File: config.mk
export PLATFORM = sky130hd
export DESIGN_NAME = fixed_width_add_mul_pow
export DESIGN_NICKNAME = d
export VERILOG_FILES = /design/src/hw/rtl/fwamp_pkg.sv /design/src/hw/rtl/fixed_width_add_mul_pow.sv /design/src/hw/rtl/fwamp_mul.sv
export SDC_FILE = /design/constraint.sdc
export NUM_CORES = 2
export LEC_CHECK = 0
export ABC_AREA = 0
export BUFFER_PORTS_ARGS = -buffer_cell sky130_fd_sc_hd__buf_2
export CORE_ASPECT_RATIO = 1.25
export CORE_UTILIZATION = 60
export CTS_CLUSTER_DIAMETER = 50
export DETAILED_ROUTE_END_ITERATION = 10
export GPL_TIMING_DRIVEN = 0
export PLACE_DENSITY_LB_ADDON = 0.05
export SKIP_CTS_REPAIR_TIMING = 1
export SYNTH_ARGS = -nofsm -noshare
export SYNTH_HDL_FRONTEND = slang
export SYNTH_SLANG_ARGS = --single-unit
File: constraint.sdc
create_clock -name i_clk -period 11.9 [get_ports i_clk]
set_input_delay 0.595 -clock i_clk [delete_from_list [all_inputs] [get_ports i_clk]]
set_output_delay 0.595 -clock i_clk [all_outputs]
set_load 0.01 [all_outputs]
File: src/hw/rtl/fwamp_pkg.sv
`timescale 1ns / 1ps

package fwamp_pkg;

    // Number of hex digits that the arithmetic keeps.
    localparam int DIGITS = 16;

    // Port width of every operand and result.
    localparam int VAL_W = 64;

    // Width of the arithmetic in bits.
    localparam int DATA_W = 4 * DIGITS;

    // The multiplier consumes one byte of its second operand per cycle.
    localparam int DIGIT_W = 8;

    // Width of the exponent field.
    localparam int EXP_W = 31;

    // Width of the opcode field.
    localparam int OPC_W = 2;

    // Mask that keeps the low DIGITS hex digits of a value.
    localparam logic [VAL_W-1:0] DIGIT_MASK =
        (DATA_W >= VAL_W) ? {VAL_W{1'b1}} : ((VAL_W'(1) << DATA_W) - VAL_W'(1));

    // Operation codes.
    localparam logic [OPC_W-1:0] OP_ADD = 2'd0;
    localparam logic [OPC_W-1:0] OP_MUL = 2'd1;
    localparam logic [OPC_W-1:0] OP_POW = 2'd2;

    // Request to the serial multiply-add unit: result is acc + x * y.
    typedef struct packed {
        logic             start;
        logic [VAL_W-1:0] x;
        logic [VAL_W-1:0] y;
        logic [VAL_W-1:0] acc;
    } t_mul_req;

endpackage

File: src/hw/rtl/fixed_width_add_mul_pow.sv
`timescale 1ns / 1ps

// Modular add, multiply and power on DIGITS hex digits; results wrap modulo
// 16^DIGITS. An item is taken at a rising edge where start is high and busy
// is low; for add, multiply and power busy then stays high until the result
// has been produced. The result appears on o_result_value with o_valid high
// for exactly one cycle; the receiver cannot stall it, so it must take it in
// that cycle. All arithmetic runs through one serial multiply-add unit that
// consumes one byte of its second operand per cycle and stops once no bytes
// remain. Add is done on the same unit as a + b * 1. Add and multiply pass
// through the result register once the unit is done.
// Power uses square-and-multiply: per exponent bit a decision step, an
// optional multiply and a square; the top bit needs no square. The power
// result also passes through the result register. Exponent zero gives one,
// an unused opcode gives zero in the cycle after acceptance. Busy holds off
// the next item until the current one is done. Reset returns the sequencer
// to idle and drops any item in flight; no result is produced for it.
module fixed_width_add_mul_pow (
    input  logic                         i_clk,
    input  logic                         i_rst_n,
    input  logic                         start,
    output logic                         busy,
    input  logic [fwamp_pkg::OPC_W-1:0]  i_opcode,
    input  logic [fwamp_pkg::VAL_W-1:0]  i_first_operand,
    input  logic [fwamp_pkg::VAL_W-1:0]  i_second_operand,
    input  logic [fwamp_pkg::EXP_W-1:0]  i_exponent,
    output logic                         o_valid,
    output logic [fwamp_pkg::VAL_W-1:0]  o_result_value
);
    import fwamp_pkg::*;

    localparam logic [2:0] ST_IDLE  = 3'd0;
    localparam logic [2:0] ST_ARITH = 3'd1;
    localparam logic [2:0] ST_PSTEP = 3'd2;
    localparam logic [2:0] ST_PMUL  = 3'd3;
    localparam logic [2:0] ST_PSQR  = 3'd4;

    logic [2:0]       r_state;
    logic [2:0]       n_state;
    logic [VAL_W-1:0] r_acc;
    logic [VAL_W-1:0] n_acc;
    logic [VAL_W-1:0] r_base;
    logic [VAL_W-1:0] n_base;
    logic [EXP_W-1:0] r_exp;
    logic [EXP_W-1:0] n_exp;
    logic             r_valid;
    logic             n_valid;
    logic [VAL_W-1:0] r_result;
    logic [VAL_W-1:0] n_result;

    logic [VAL_W-1:0] w_a;
    logic [VAL_W-1:0] w_b;
    t_mul_req         w_req;
    logic             w_done;
    logic [VAL_W-1:0] w_prod;

    // Operands reduced to DIGITS hex digits.
    assign w_a = i_first_operand & DIGIT_MASK;
    assign w_b = i_second_operand & DIGIT_MASK;

    fwamp_mul u_mul (
        .i_clk   (i_clk),
        .i_rst_n (i_rst_n),
        .i_req   (w_req),
        .o_done  (w_done),
        .o_prod  (w_prod)
    );

    // Sequencer for the three operations.
    always_comb begin
        n_state   = r_state;
        n_acc     = r_acc;
        n_base    = r_base;
        n_exp     = r_exp;
        n_valid   = 1'b0;
        n_result  = r_result;
        w_req     = '0;
        w_req.x   = r_acc;
        w_req.y   = r_base;
        case (r_state)
            ST_IDLE: begin
                if (start) begin
                    case (i_opcode)
                        OP_ADD: begin
                            w_req.start = 1'b1;
                            w_req.x     = w_b;
                            w_req.y     = VAL_W'(1);
                            w_req.acc   = w_a;
                            n_state     = ST_ARITH;
                        end
                        OP_MUL: begin
                            w_req.start = 1'b1;
                            w_req.x     = w_a;
                            w_req.y     = w_b;
                            n_state     = ST_ARITH;
                        end
                        OP_POW: begin
                            n_acc   = VAL_W'(1);
                            n_base  = w_a;
                            n_exp   = i_exponent;
                            n_state = ST_PSTEP;
                        end
                        default: begin
                            n_valid  = 1'b1;
                            n_result = '0;
                        end
                    endcase
                end
            end
            ST_ARITH: begin
                if (w_done) begin
                    n_valid  = 1'b1;
                    n_result = w_prod & DIGIT_MASK;
                    n_state  = ST_IDLE;
                end
            end
            ST_PSTEP: begin
                // Decide on the current exponent bit.
                if (r_exp == '0) begin
                    n_valid  = 1'b1;
                    n_result = r_acc & DIGIT_MASK;
                    n_state  = ST_IDLE;
                end else if (r_exp[0]) begin
                    w_req.start = 1'b1;
                    n_state     = ST_PMUL;
                end else begin
                    w_req.start = 1'b1;
                    w_req.x     = r_base;
                    n_state     = ST_PSQR;
                end
            end
            ST_PMUL: begin
                if (w_done) begin
                    n_acc = w_prod;
                    // No higher exponent bits: the product is the answer.
                    if (r_exp[EXP_W-1:1] == '0) begin
                        n_valid  = 1'b1;
                        n_result = w_prod & DIGIT_MASK;
                        n_state  = ST_IDLE;
                    end else begin
                        w_req.start = 1'b1;
                        w_req.x     = r_base;
                        n_state     = ST_PSQR;
                    end
                end
            end
            ST_PSQR: begin
                if (w_done) begin
                    n_base  = w_prod;
                    n_exp   = r_exp >> 1;
                    n_state = ST_PSTEP;
                end
            end
            default: begin
                n_state = ST_IDLE;
            end
        endcase
    end

    // Control registers.
    always_ff @(posedge i_clk) begin
        if (!i_rst_n) begin
            r_state <= ST_IDLE;
            r_valid <= 1'b0;
        end else begin
            r_state <= n_state;
            r_valid <= n_valid;
        end
    end

    // Working values and the result register.
    always_ff @(posedge i_clk) begin
        r_acc    <= n_acc;
        r_base   <= n_base;
        r_exp    <= n_exp;
        r_result <= n_result;
    end

    assign busy           = (r_state != ST_IDLE);
    assign o_valid        = r_valid;
    assign o_result_value = r_result;

endmodule

File: src/hw/rtl/fwamp_mul.sv
`timescale 1ns / 1ps

module fwamp_mul (
    input  logic                         i_clk,
    input  logic                         i_rst_n,
    input  fwamp_pkg::t_mul_req          i_req,
    output logic                         o_done,
    output logic [fwamp_pkg::VAL_W-1:0]  o_prod
);
    import fwamp_pkg::*;

    logic             r_busy;
    logic [VAL_W-1:0] r_x;
    logic [VAL_W-1:0] r_y;
    logic [VAL_W-1:0] r_acc;
    logic [VAL_W-1:0] w_pp;
    logic [VAL_W-1:0] n_acc;

    // One partial product per cycle: x times the lowest byte of y.
    assign w_pp  = r_x * VAL_W'(r_y[DIGIT_W-1:0]);
    assign n_acc = r_acc + w_pp;

    // The last step is the one after which no bytes of y remain.
    assign o_done = r_busy && (r_y[VAL_W-1:DIGIT_W] == '0);
    assign o_prod = n_acc;

    // Busy flag.
    always_ff @(posedge i_clk) begin
        if (!i_rst_n) begin
            r_busy <= 1'b0;
        end else if (i_req.start) begin
            r_busy <= 1'b1;
        end else if (o_done) begin
            r_busy <= 1'b0;
        end
    end

    // Shift registers for the operands, and the running sum.
    always_ff @(posedge i_clk) begin
        if (i_req.start) begin
            r_x   <= i_req.x;
            r_y   <= i_req.y;
            r_acc <= i_req.acc;
        end else if (r_busy) begin
            r_x   <= r_x << DIGIT_W;
            r_y   <= r_y >> DIGIT_W;
            r_acc <= n_acc;
        end
    end

endmodule
### Word level (Yosys, flattened, before mapping)

Index checks and enable logic that the tools add are counted.

| cells by class | value |
|---|---|
| $add $sub $neg | 1 |
| $mul | 1 |
| eq/ne operators | 15 |
| mux-type cells | 50 |
| reductions and logical operators | 18 |

Operator list:

| cell | count |
|---|---|
| $mux 64 | 18 |
| $pmux 129 s2 | 1 |
| $pmux 64 s2 | 2 |
| $pmux 64 s4 | 1 |
| $mux 65 | 3 |
| $pmux 65 s3 | 1 |
| $mux 193 | 1 |
| $mux 128 | 1 |
| $mux 31 | 3 |
| $add 64x64->64 | 1 |
| $mul 64x8->64 | 1 |
| $pmux 31 s2 | 1 |
| $logic_not 56->1 | 1 |
| $logic_not 31->1 | 1 |
| $logic_not 30->1 | 1 |
| $mux 3 | 7 |
| $pmux 3 s5 | 1 |
| $mux 1 | 8 |
| $ne 2x1->1 const B | 4 |
| $ne 2x2->1 const B | 4 |
| $reduce_and 4->1 | 2 |
| $reduce_bool 2->1 | 4 |
| $reduce_and 7->1 | 1 |
| $eq 3x2->1 const B | 2 |
| 15 further kinds | 15 |

| storage, ports and cells | value |
|---|---|
| bits in registers | 420 |
| input port bits | 164 |
| output and inout port bits | 66 |
| logic and storage cells | 95 |

### Logic depth before layout (Yosys ltp)

| depth | value |
|---|---|
| depth in word-level cells | 5 |
| depth in mapped cells | 23 |
| mapped depth without buffers | 21 |

### Hierarchy

From an unflattened synthesis, not the netlist that was laid out.

| second synthesis, totals | value |
|---|---|
| cell total of the unflattened synthesis | 3,777 |
| area total of the unflattened synthesis | 38,525.7 µm² |

By module, submodules not included:

| module | times used | cells each | area each (µm²) |
|---|---|---|---|
| fwamp_mul | 1 | 2,538 | 25,326.8 |
| fixed_width_add_mul_pow | 1 | 1,239 | 13,198.9 |

### Least setup slack after synthesis

OpenSTA, ideal clock, no wires.

| timing path | value |
|---|---|
| kind | register to register |
| start point | reg u_mul.r_y[53] |
| end point | reg r_base[0] (enable) |
| library setup time | 0.694 ns |
| data arrival time | 8.143 ns |
| required time | 11.206 ns |
| setup slack | 3.063 ns |
| stages on the path, launching flop included | 6 |
| period minus slack after synthesis | 8.837 ns |
| path through | edfxtp_1 nor4_1 nand4_1 nor4_2 nand2_1 a21boi_0 |

| between the ends | value |
|---|---|
| longest elaborated chain between the ends | 4 |

Ends and longest elaborated chain:

| element | RTL line | RTL |
|---|---|---|
| start, declared | fwamp_mul.sv:14 | `logic [VAL_W-1:0] r_y;` |
| start signal, assigned | fwamp_mul.sv:42 | `r_y <= i_req.y;` |
| start signal, assigned | fwamp_mul.sv:46 | `r_y <= r_y >> DIGIT_W;` |
| $logic_not 56->1 | fwamp_mul.sv:24 | `assign o_done = r_busy && (r_y[VAL_W-1:DIGIT_W] == '0);` |
| $logic_and 1x1->1 | fwamp_mul.sv:24 |  |
| $ne 2x1->1 (no line) | n/a |  |
| $reduce_and 4->1 (no line) | n/a |  |
| end signal, assigned | fixed_width_add_mul_pow.sv:174 | `r_base <= n_base;` |
| end, declared | fixed_width_add_mul_pow.sv:42 | `logic [VAL_W-1:0] r_base;` |

Every way passes these cells.
A chain may end at the register's enable or synchronous reset.

### Final worst setup path

| timing path | value |
|---|---|
| start point | reg u_mul.r_y[0] |
| end point | reg u_mul.r_acc[61] (data pin) |

| between the ends | value |
|---|---|
| longest elaborated chain between the ends | 4 |

Ends and longest elaborated chain:

| element | RTL line | RTL |
|---|---|---|
| $mul 64x8->64 | fwamp_mul.sv:20 | `assign w_pp = r_x * VAL_W'(r_y[DIGIT_W-1:0]);` |
| $add 64x64->64 | fwamp_mul.sv:21 | `assign n_acc = r_acc + w_pp;` |
| $mux 64 | fwamp_mul.sv:44 | `end else if (r_busy) begin` |
| $mux 64 | fwamp_mul.sv:40 | `if (i_req.start) begin` |
| end signal, assigned | fwamp_mul.sv:43 | `r_acc <= i_req.acc;` |
| end signal, assigned | fwamp_mul.sv:47 | `r_acc <= n_acc;` |
| end, declared | fwamp_mul.sv:15 | `logic [VAL_W-1:0] r_acc;` |

Every way passes these cells. The select of a mux whose other input is x is not followed.

==> results by stage <==
Global route:
- The initial antenna violation count is 16.
- The number of global-route vias before repair is 31500.
- The largest net degree at the start of global routing is 64.
- The global router's overall resource usage is 42.2%.
- Global routing finished with a remaining overflow of 0.
- The first global-routing pass estimated 196000 um of wire.

Worst setup path:
- STA classifies the critical path endpoint as a flop.
- The worst endpoint required time is 12.24 ns.
- STA classifies the critical path startpoint as a flop.
- The worst path arrival time is 8.63 ns.
- The setup path with the least slack is of type reg2reg.
- Along the worst path, the maximum fanout reaches 10.

Synth:
- Counting every net in the synthesized netlist gives 4564.
- Dividing the synthesized area by the synthesized cell count gives 9.64 sq um.
- edfxtp_1 takes more of the synthesized area than any other cell.
- The unique cell type count in the Yosys netlist is 82.
- The top cell type's share of synthesized area is 33.0%.
- The synthesized netlist occupies a cell area of 37800 sq um.
- The number of flops mapped to enable cells by yosys is 415.
- The primary flip-flop cell chosen by synthesis mapping is edfxtp_1.
- The synthesized instance count is 3917.
- The part of the Yosys area used for sequential elements is 33.3%.
- The post-synthesis async set-or-reset flop share is 0%.
- The count of synthesis-stage warnings from yosys is 0.
- The number of synthesized register bits is 420.
- After synthesis, the cell types taking the most area are edfxtp_1 33%, fa_1 22%, and2_1 5.6%.

CTS:
- The clock slew seen by the registers of the worst setup and hold paths is 0.07 ns.
- The CTS tree is built.
- The total clock sinks is 420.
- The number of clock buffers added by TritonCTS is 51.
- In this run the clock root is driven by a clkbuf_16.
- Counting along the longest clock path gives a buffer depth of 3.
- The worst-skew pair later-pin latency is 0.64 ns.
- CTS built an H-tree with a depth of 2.

Timing:
- Setup repair after global routing left no endpoint under its margin.
- The count of endpoints failing setup in the final report is 0.
- The final-report max-slew violation count was 0.
- For the finished layout, the period the worst path requires is 8.29 ns.
- The final-layout worst hold slack is 0.218 ns.
- Based on the critical path, the design can be clocked at up to 121 MHz.
- The setup clock skew after layout is 0.0265 ns.
- The hold violation count in the final report is 0.
- Setup slack on the critical path of the routed design comes to 3.61 ns.
- For the pin with the worst max-slew slack, the measured transition is 1.36 ns.
- The relative slew slack is 9.56%.
- The share of the cycle needed by the critical path after routing is 69.7%.

Die:
- In this run the standard cell core region covers 62000 sq um.
- After floorplanning, the core was divided into 102 placement rows.
- In this run the count of I/O pins placed on the die edge is 230.
- Once the floorplan was initialized, standard cells occupied 60.9% of the core.
- The area of the die is 63900 sq um.
- Measured along the x axis, the die boundary spans 226 um.
- The die height is 282 um.

Layout:
- The commonest non-fill, non-tap cell in the layout is nand2_1.
- The post-layout net count is 4858.
- In the layout the commonest cells are 499 x nand2_1, 485 x inv_1, 415 x edfxtp_1.
- The area growth from synthesis to layout is 11.0%.
- Of the cells placed in the final design, the portion with a size suffix greater than 1 is 10.7%.

Routing:
- The total detailed-routing wirelength is 131000 um.
- Before antenna repair, the detailed router went through 6 iterations.
- The remaining antenna violation count after routing is 0.
- The detailed router finished its first iteration with 3157 violations.
- In the final routed layout, each cell accounts on average for 25.7 um.
- After detailed routing, the number of remaining DRC violations is 0.
- The total via count in the routed design is 31400.
- After detailed routing, the number of vias per cell comes to 6.16.

Status:
- The run finished with clean final reports.

Placed design:
- At the end of routability-driven placement, the weighted congestion stood at 0.983.
- Prior to clock tree synthesis, the placed netlist has a worst setup slack of 3.77 ns.
- Input and output buffers added on the ports amount to 228.
- Detailed placement finished with a half-perimeter wire length of 102000 um.

Min path:
- The class of the tightest hold or removal check is in2reg.

Job:
- The reported max-cap violation count is 0.
worst max-delay path, stage by stage, from the launching register on:
cell,delay [ns]
edfxtp_1,0.32
clkbuf_1,0.98
clkbuf_1,0.78
nand2_1,0.19
fa_1,0.57
inv_1,0.06
fa_1,0.48
fa_1,0.55
inv_1,0.05
fa_1,0.52
inv_1,0.05
ha_1,0.36
a21o_1,0.20
a21o_1,0.18
a21oi_1,0.20
o21ai_0,0.14
a21boi_0,0.57
a41oi_2,0.42
a21oi_2,0.39
o311ai_1,0.15
xnor2_1,0.57
o21ai_0,0.26
routing by layer:
metal / part of all wire [%] / routed length (um) / track usage [%]
met1: 36 / 46900 / 52.1
met2: 45 / 59300 / 65.7
met3: 12 / 15000 / 11.9
met4: 7.1 / 9240 / 26.0
met5: 0.075 / 98 / 0
area by class of cell:
| class | count | area [sq um] |
|---|---|---|
| Tap cell | 832 | 1040 |
| Inverter | 485 | 1820 |
| Fill cell | 5103 | 20100 |
| Timing Repair Buffer | 241 | 1430 |
| Antenna cell | 8 | 20.0 |
| Sequential cell | 420 | 12600 |
| Buffer | 228 | 897 |
| Clock buffer | 54 | 1290 |
| Multi-Input combinational cell | 2784 | 22500 |
| Clock inverter | 38 | 330 |
synthesized netlist by cell type (all sizes together), types with 4 or more instances:
library cell  count
ha               73
fa              410
and2            340
a21o             32
mux2i           184
or3               4
edfxtp          415
a31o              5
mux2             65
a31oi             7
nand4            22
o311ai            4
o21a              7
a22o             18
and3             12
o31ai             4
a21oi           269
clkbuf          192
nor3             16
nor2b             9
nor4             22
buf              36
a21boi            5
o21ai           274
nand3            67
or2               7
nand2b           11
o21bai           14
dfxtp             5
xor2             21
nand2           500
xnor2            47
inv             485
nor2            226
o22ai            63
kinds of logic (layout without fill, tap and decap cells):
family | after synthesis | after routing | synth area share [%]
AO/OA/AOI/OAI | 732 | 732 | 11.2
XOR/XNOR | 68 | 68 | 1.58
adder cells (fa/ha/maj) | 483 | 483 | 24.2
buffers and inverters | 713 | 1046 | 7.20
flip-flops | 420 | 420 | 33.3
multiplexers | 249 | 249 | 6.82
other | 0 | 8 | 0
AND/OR/NAND/NOR | 1252 | 1252 | 15.8
final timing paths:
| check | startpoint | endpoint | slack (ns) | cells past startpoint |
|---|---|---|---|---|
| max | u_mul.r_y[0] | u_mul.r_acc[61] | 3.61 | 21 |
| min | i_exponent[12] | r_exp[12] | 0.22 | 3 |
| max reg2reg | u_mul.r_y[0] | u_mul.r_acc[61] | 3.61 | 21 |
| min reg2reg | u_mul.r_busy | u_mul.r_busy | 0.51 | 2 |
state kept, by name, summed over array words and instances, names as in the netlist:
| name | flops |
|---|---|
| o_valid | 1 |
| r_state | 3 |
| u_mul.r_acc | 64 |
| u_mul.r_x | 64 |
| r_acc | 64 |
| r_base | 64 |
| r_exp | 31 |
| u_mul.r_y | 64 |
| o_result_value | 64 |
| u_mul.r_busy | 1 |
through the flow:
step	cell area (sq um)	TNS [ns]	std cells	util [%]
after global placement	39900	-336.50	4977	64.4
after global routing	41900	0	5089	67.5
after floorplan	37800	0	3917	-
after detailed placement	40300	0	4989	64.9
after CTS	41900	0	5081	67.5
final	41900	0	5090	67.5
Power is left out: the tool's default activity adds up to more than one toggle a clock period on the data nets, which glitch-free logic cannot reach.
